<file path="src/fpa_pkg.sv">
// Shared types, constants and opcodes of the fixed-point ALU.
package fpa_pkg;

    localparam int FRAC_BITS = 8;
    localparam int WORD_W    = 32;
    localparam int PROD_W    = 2 * WORD_W;
    // The dividend is the operand magnitude shifted up by the fraction width.
    localparam int DIV_W     = WORD_W + FRAC_BITS;

    typedef enum logic [3:0] {
        OP_ADD     = 4'd0,
        OP_SUB     = 4'd1,
        OP_MUL     = 4'd2,
        OP_DIV     = 4'd3,
        OP_CMP     = 4'd4,
        OP_MIN     = 4'd5,
        OP_MAX     = 4'd6,
        OP_FROM_INT = 4'd7,
        OP_TO_INT  = 4'd8,
        OP_INCR    = 4'd9,
        OP_DECR    = 4'd10
    } op_t;

    typedef struct packed {
        logic [3:0]               req_type;
        logic signed [WORD_W-1:0] operand_a;
        logic signed [WORD_W-1:0] operand_b;
    } req_t;

    typedef struct packed {
        logic signed [WORD_W-1:0] result_value;
        logic                     a_greater;
        logic                     a_less;
        logic                     a_equal;
        logic                     divide_by_zero;
    } rsp_t;

    // Everything one item carries down the division chain.
    typedef struct packed {
        logic              is_div;
        logic              q_neg;
        logic [WORD_W-1:0] divisor;
        logic [WORD_W-1:0] rem;
        logic [DIV_W-1:0]  work;
        logic [WORD_W-1:0] value;
        logic              a_greater;
        logic              a_less;
        logic              a_equal;
        logic              divide_by_zero;
    } cell_t;

    // Output of the front stage: the chain payload plus the raw product.
    typedef struct packed {
        logic              is_mul;
        logic [PROD_W-1:0] product;
        cell_t             base;
    } front_t;

endpackage

</file>
<file path="src/fpa_front.sv">
// Front stage: decodes an item, does the operations other than divide, and forms the multiply product.
module fpa_front
    import fpa_pkg::*;
(
    input  logic   clk,
    input  logic   rst_n,
    input  logic   load,
    input  logic   in_valid,
    input  req_t   req,
    output logic   valid,
    output front_t front
);

    logic              valid_reg;
    front_t            front_reg;
    front_t            front_next;
    op_t               op;
    logic [WORD_W-1:0] ua;
    logic [WORD_W-1:0] ub;
    logic [WORD_W-1:0] a_mag;
    logic [WORD_W-1:0] b_mag;

    always_comb
    begin
        op    = op_t'(req.req_type);
        ua    = req.operand_a;
        ub    = req.operand_b;
        a_mag = ua[WORD_W-1] ? (~ua + 1'b1) : ua;
        b_mag = ub[WORD_W-1] ? (~ub + 1'b1) : ub;

        front_next                     = '0;
        front_next.is_mul              = (op == OP_MUL);
        // A signed 32x32 multiply; the context widens it to the full product.
        front_next.product             = $signed(ua) * $signed(ub);
        front_next.base.a_greater      = ($signed(ua) > $signed(ub));
        front_next.base.a_less         = ($signed(ua) < $signed(ub));
        front_next.base.a_equal        = (ua == ub);
        front_next.base.is_div         = (op == OP_DIV) && (ub != '0);
        front_next.base.divide_by_zero = (op == OP_DIV) && (ub == '0);
        front_next.base.q_neg          = ua[WORD_W-1] ^ ub[WORD_W-1];
        front_next.base.divisor        = b_mag;
        front_next.base.rem            = '0;
        front_next.base.work           = {a_mag, {FRAC_BITS{1'b0}}};

        unique case (op)
            OP_ADD:      front_next.base.value = ua + ub;
            OP_SUB:      front_next.base.value = ua - ub;
            OP_MIN:      front_next.base.value = ($signed(ua) < $signed(ub)) ? ua : ub;
            OP_MAX:      front_next.base.value = ($signed(ua) > $signed(ub)) ? ua : ub;
            OP_FROM_INT: front_next.base.value = ua << FRAC_BITS;
            OP_TO_INT:   front_next.base.value = WORD_W'($signed(ua) >>> FRAC_BITS);
            OP_INCR:     front_next.base.value = ua + 1'b1;
            OP_DECR:     front_next.base.value = ua - 1'b1;
            default:     front_next.base.value = '0;
        endcase
    end

    always_ff @(posedge clk or negedge rst_n)
    begin
        if (!rst_n)
        begin
            valid_reg <= 1'b0;
        end
        else if (load)
        begin
            valid_reg <= in_valid;
        end
    end

    always_ff @(posedge clk)
    begin
        if (load)
        begin
            front_reg <= front_next;
        end
    end

    assign valid = valid_reg;
    assign front = front_reg;

endmodule

</file>
<file path="config.mk">
export PLATFORM = sky130hd
export DESIGN_NAME = fpa_front
export DESIGN_NICKNAME = d
export VERILOG_FILES = /design/src/fpa_pkg.sv /design/src/fpa_front.sv
export SDC_FILE = /design/constraint.sdc
export NUM_CORES = 2
export LEC_CHECK = 0
export BUFFER_PORTS_ARGS = -buffer_cell sky130_fd_sc_hd__buf_2
export CAP_MARGIN = 15
export CORE_MARGIN = 2
export CORE_UTILIZATION = 60
export DETAILED_ROUTE_END_ITERATION = 8
export PLACE_DENSITY = 0.88
export SYNTH_ARGS = -nofsm -noshare
export SYNTH_HDL_FRONTEND = slang
export SYNTH_SLANG_ARGS = --single-unit
</file>
<file path="constraint.sdc">
create_clock -name clk -period 0.9 [get_ports clk]
set_input_delay 0.045 -clock clk [delete_from_list [all_inputs] [get_ports clk]]
set_output_delay 0.045 -clock clk [all_outputs]
set_load 0.05 [all_outputs]
</file>
==> out/results.ini, run 1 <==
[die]
fp.dieH_um=287
pin_count=280
start_util=0.607
die_width_um=287
num_rows=103

[outcome]
failing_step=global routing (5_1_grt)
firstError=[ERROR GRT-0232] Routing congestion too high. Check the congestion heatmap in the GUI.
outcome=aborted with a tool error

[synth]
synth.avg_cell_area_um2=9.48
synth_top_cell_area_share=0.452
yosysWarnings=0
yosysSeqAreaShare=0.105
yosys_most_used_dff=edfxtp_1
synth.area.top_cells=fa_1, edfxtp_1, inv_1, ha_1, and2_1
yosysUniqueCellTypes=82
syn_area_mm2=0.0481
netlist_instances=5067
async_flop_share=0.00595
yosysTopAreaCell=fa_1
synth-seq-cells=168
synth_edf_count=167

[cts]
clockBufferDepth=2
htreeDepth=4
numCtsBuffers=17
clock_sinks=168
cts-root-buf=clkbuf_16

[timing]
grt_worst_setup_endpoint=front[203]$_DFFE_PP_/D
worst-ep-kind=sequential cell input

[placement]
place.gp.congestion=1.01
io_buffers=239
place_ws_ns=-7.14
hpwl_mm=138

[global_routing]
gr-total-overflow=111
track_usage=0.629
grt_max_degree=29

## synth_stat cells, types with 45 or more instances
cell type / instances
inv_1: 1023
o21ai_0: 128
clkbuf_1: 280
a21oi_1: 122
a21o_1: 45
and2_1: 458
xnor2_1: 166
fa_1: 1084
ha_1: 281
nor2_1: 157
edfxtp_1: 167
nand2_1: 583
## metal layers
metal / GRT overflow / track usage
met1: 1 / 0.631
met2: 55 / 0.805
met3: 0 / 0.458
met5: 0 / 0.226
met4: 55 / 0.614
## logic make-up after synthesis
logic type | after synthesis | share of synthesized area
XOR/XNOR | 207 | 0.0377
AO/OA/AOI/OAI | 518 | 0.0719
AND/OR/NAND/NOR | 1419 | 0.147
adder cells (fa/ha/maj) | 1365 | 0.525
flip-flops | 168 | 0.105
buffers and inverters | 1375 | 0.111
multiplexers | 14 | 0.00297
other | 1 | 0.0000780
## metrics by stage
stage | util | hold slack [ns] | instance area [µm²] | std cells
after CTS | 0.777 | -0.0469 | 61500 | 7052
after detailed placement | 0.727 | -0.179 | 57500 | 6916
after global placement | 0.727 | -0.180 | 57500 | 6916
after floorplan | - | -0.251 | 50700 | 5106
## what timing repair did
| action | 4_1_cts |
|---|---|
| gates cloned | 8 |
| gates resized for setup | 617 |
| endpoints found under the setup margin | 326 |
| endpoints found under the hold margin | 25 |
| buffers inserted | 95 |
| hold buffers | 6 |
| pin swaps | 259 |
==> inputs of run 2 (changes only) <==
--- a/config.mk
+++ b/config.mk
@@ -8,9 +8,9 @@
 export BUFFER_PORTS_ARGS = -buffer_cell sky130_fd_sc_hd__buf_2
 export CAP_MARGIN = 15
 export CORE_MARGIN = 2
-export CORE_UTILIZATION = 60
+export CORE_UTILIZATION = 40
 export DETAILED_ROUTE_END_ITERATION = 8
-export PLACE_DENSITY = 0.88
+export PLACE_DENSITY_LB_ADDON = 0.15
 export SYNTH_ARGS = -nofsm -noshare
 export SYNTH_HDL_FRONTEND = slang
 export SYNTH_SLANG_ARGS = --single-unit
==> out/results.ini, run 2 <==
[layout]
fillerInstances=11000
register_area_mm2=0.00504
synthToLayoutAreaGrowth_pct=32.5
drive_gt1_frac=0.307
fin_nets=7549
layout_commonest_cell=fa_1
mostFrequentLayoutCells=fa_1, inv_1, buf_4
multi_input_area_mm2=0.0407
largest_reg_flops=167

[global_routing]
antenna_found_initial=8
grt_pass1_wl_mm=258
grt_pass1_vias=41700
gr-total-overflow=0
grt_max_degree=34
track_usage=0.285

[worst_setup_path]
cp-end-kind=flop
ff2ff_path_depth=1
worst_path_largest_cell_delay_ns=0.62
crit_slowest_cell=fa_1
critical_path.endpoint=front[203]
arrival_ns=7.46
crit_type=in -> reg
r2r-end=valid
critPathMaxFanout=5
r2r_slack_ns=0.14
required_ns=1.21
start_kind=primary input
startpoint=req[42]
worstReg2RegStart=valid
cp_common_cell=fa_1

[cts]
htreeDepth=4  ; unchanged
cts_tree=yes
numCtsBuffers=17  ; unchanged
clock_sinks=168  ; unchanged
clock_latency_ns=0.56
clkTransAtPathRegs_ns=0.08
clockBufferDepth=2  ; unchanged
cts-root-buf=clkbuf_16  ; unchanged

[synth]
yosys_most_used_dff=edfxtp_1  ; unchanged
netlist_instances=5067  ; unchanged
yosysTopAreaCell=fa_1  ; unchanged
yosysSeqAreaShare=0.105  ; unchanged
async_flop_share=0.00595  ; unchanged
synth_common_cells=fa_1, inv_1, nand2_1  ; unchanged
synth_edf_count=167  ; unchanged
yosysUniqueCellTypes=82  ; unchanged
synth.avg_cell_area_um2=9.48  ; unchanged
syn_area_mm2=0.0481  ; unchanged
yosysWarnings=0  ; unchanged
synth.area.top_cells=fa_1, edfxtp_1, inv_1, ha_1, and2_1  ; unchanged
synth-seq-cells=168  ; unchanged
yosysMostFrequentCell=fa_1  ; unchanged
synth_top_cell_area_share=0.452  ; unchanged

[timing]
setup_violations=327
finClkSkew_ns=0
maxSlewHeadroom=0.574
tightest_slew_ns=0.637
layout_setup_ws_ns=-6.25
min_period_ns=7.15
drv_slew=0
max_clock_freq_ghz=0.140
rsz0062_at_grt=yes
finalHoldViolations=0
min_period_over_period=7.95
whs_ns=0.0915

[hold_path]
hold_class=in -> reg

[die]
die_width_um=351  ; was 287 µm
num_rows=127  ; was 103
pin_count=280  ; unchanged
core_mm2=0.119
fp.dieH_um=351  ; was 287 µm
start_util=0.402  ; was 0.607
die_area_mm2=0.123

[route]
drtAntennaViolNets=0
drt_first_pass_iters=6
routed_wl_mm=170
dr.first_iter.drc_count=2443
wl_per_cell_um=22.0
vias=39100
remaining_drc_errors=0
routed_via_density=5.05

[placement]
place.gp.congestion=0.925  ; was 1.01
io_buffers=239  ; unchanged
hpwl_mm=144  ; was 138 mm

[outcome]
outcome=finished with violations  ; was aborted with a tool error
violations=setup timing

[run]
cap_viol_max_count=0

==> run 2: critical path, delay by kind of cell <==
kind                     cells  cell delay, ns
adder cells (fa/ha/maj)      9            4.36
AND/OR/NAND/NOR              4            0.83
buffers and inverters        9            1.21
AO/OA/AOI/OAI                6            0.88
XOR/XNOR                     1            0.13
==> run 2: cells by family after synthesis <==
family          synth area share
simple gates               0.147
buf+inv                    0.111
fa+ha+maj                  0.525
compound gates            0.0719
xor+xnor                  0.0377
flops                      0.105
mux                      0.00297
other cells            0.0000780
==> run 2: cell type report <==
type / count / area share
tap: 1612 / 0.0317
clock inverter: 14 / 0.00287
multi-input combinational: 3563 / 0.639
timing repair buffer: 1337 / 0.179
clock buffer: 17 / 0.00668
antenna: 6 / 0.000236
sequential: 168 / 0.0792
inverter: 1025 / 0.0611
==> run 2: per-stage QoR <==
stage / TNS (ns) / setup slack (ns) / util / instance area (µm²) / cells
2_1_floorplan: -447.19 / -6.58 / - / 50700 / 5106
3_3_place_gp: -598.91 / -7.54 / 0.494 / 59100 / 7586
6_report: -524.60 / -6.25 / 0.533 / 63700 / 7742
5_1_grt: -548.28 / -6.44 / 0.533 / 63700 / 7740
4_1_cts: -514.08 / -6.11 / 0.520 / 62200 / 7689
3_5_place_dp: -596.14 / -7.46 / 0.494 / 59100 / 7586
==> run 2: worst min path at each step <==
stage / slack (ns) / depth (start not counted) / end / start
floorplan: -0.25 / 0 / valid / rst_n
global placement: -0.18 / 1 / valid / rst_n
detailed placement: -0.18 / 1 / valid / rst_n
CTS: 0.04 / 3 / front[138] / req[30]
global route: 0.09 / 3 / front[14] / req[42]
finish: 0.09 / 3 / front[138] / req[30]
==> run 2: per-layer routing <==
metal,global-route usage,vias to the layer above,share of wire
met5,0,-,0
met4,0.112,0,0.043
met3,0.0376,248,0.049
met2,0.491,1082,0.50
met1,0.362,20300,0.41
li1,-,17500,-
==> run 2: what timing repair did <==
action,4_1_cts,5_1_grt
hold buffers,8,0
setup endpoints to repair,325,328
cloned,7,3
hold endpoints to repair,17,0
pin swaps,142,112
resized for setup,436,258
buffers inserted,60,51
Power of run 2 is not shown: default switching activity piles up to over one toggle a cycle in this logic, so the estimate is an artifact.
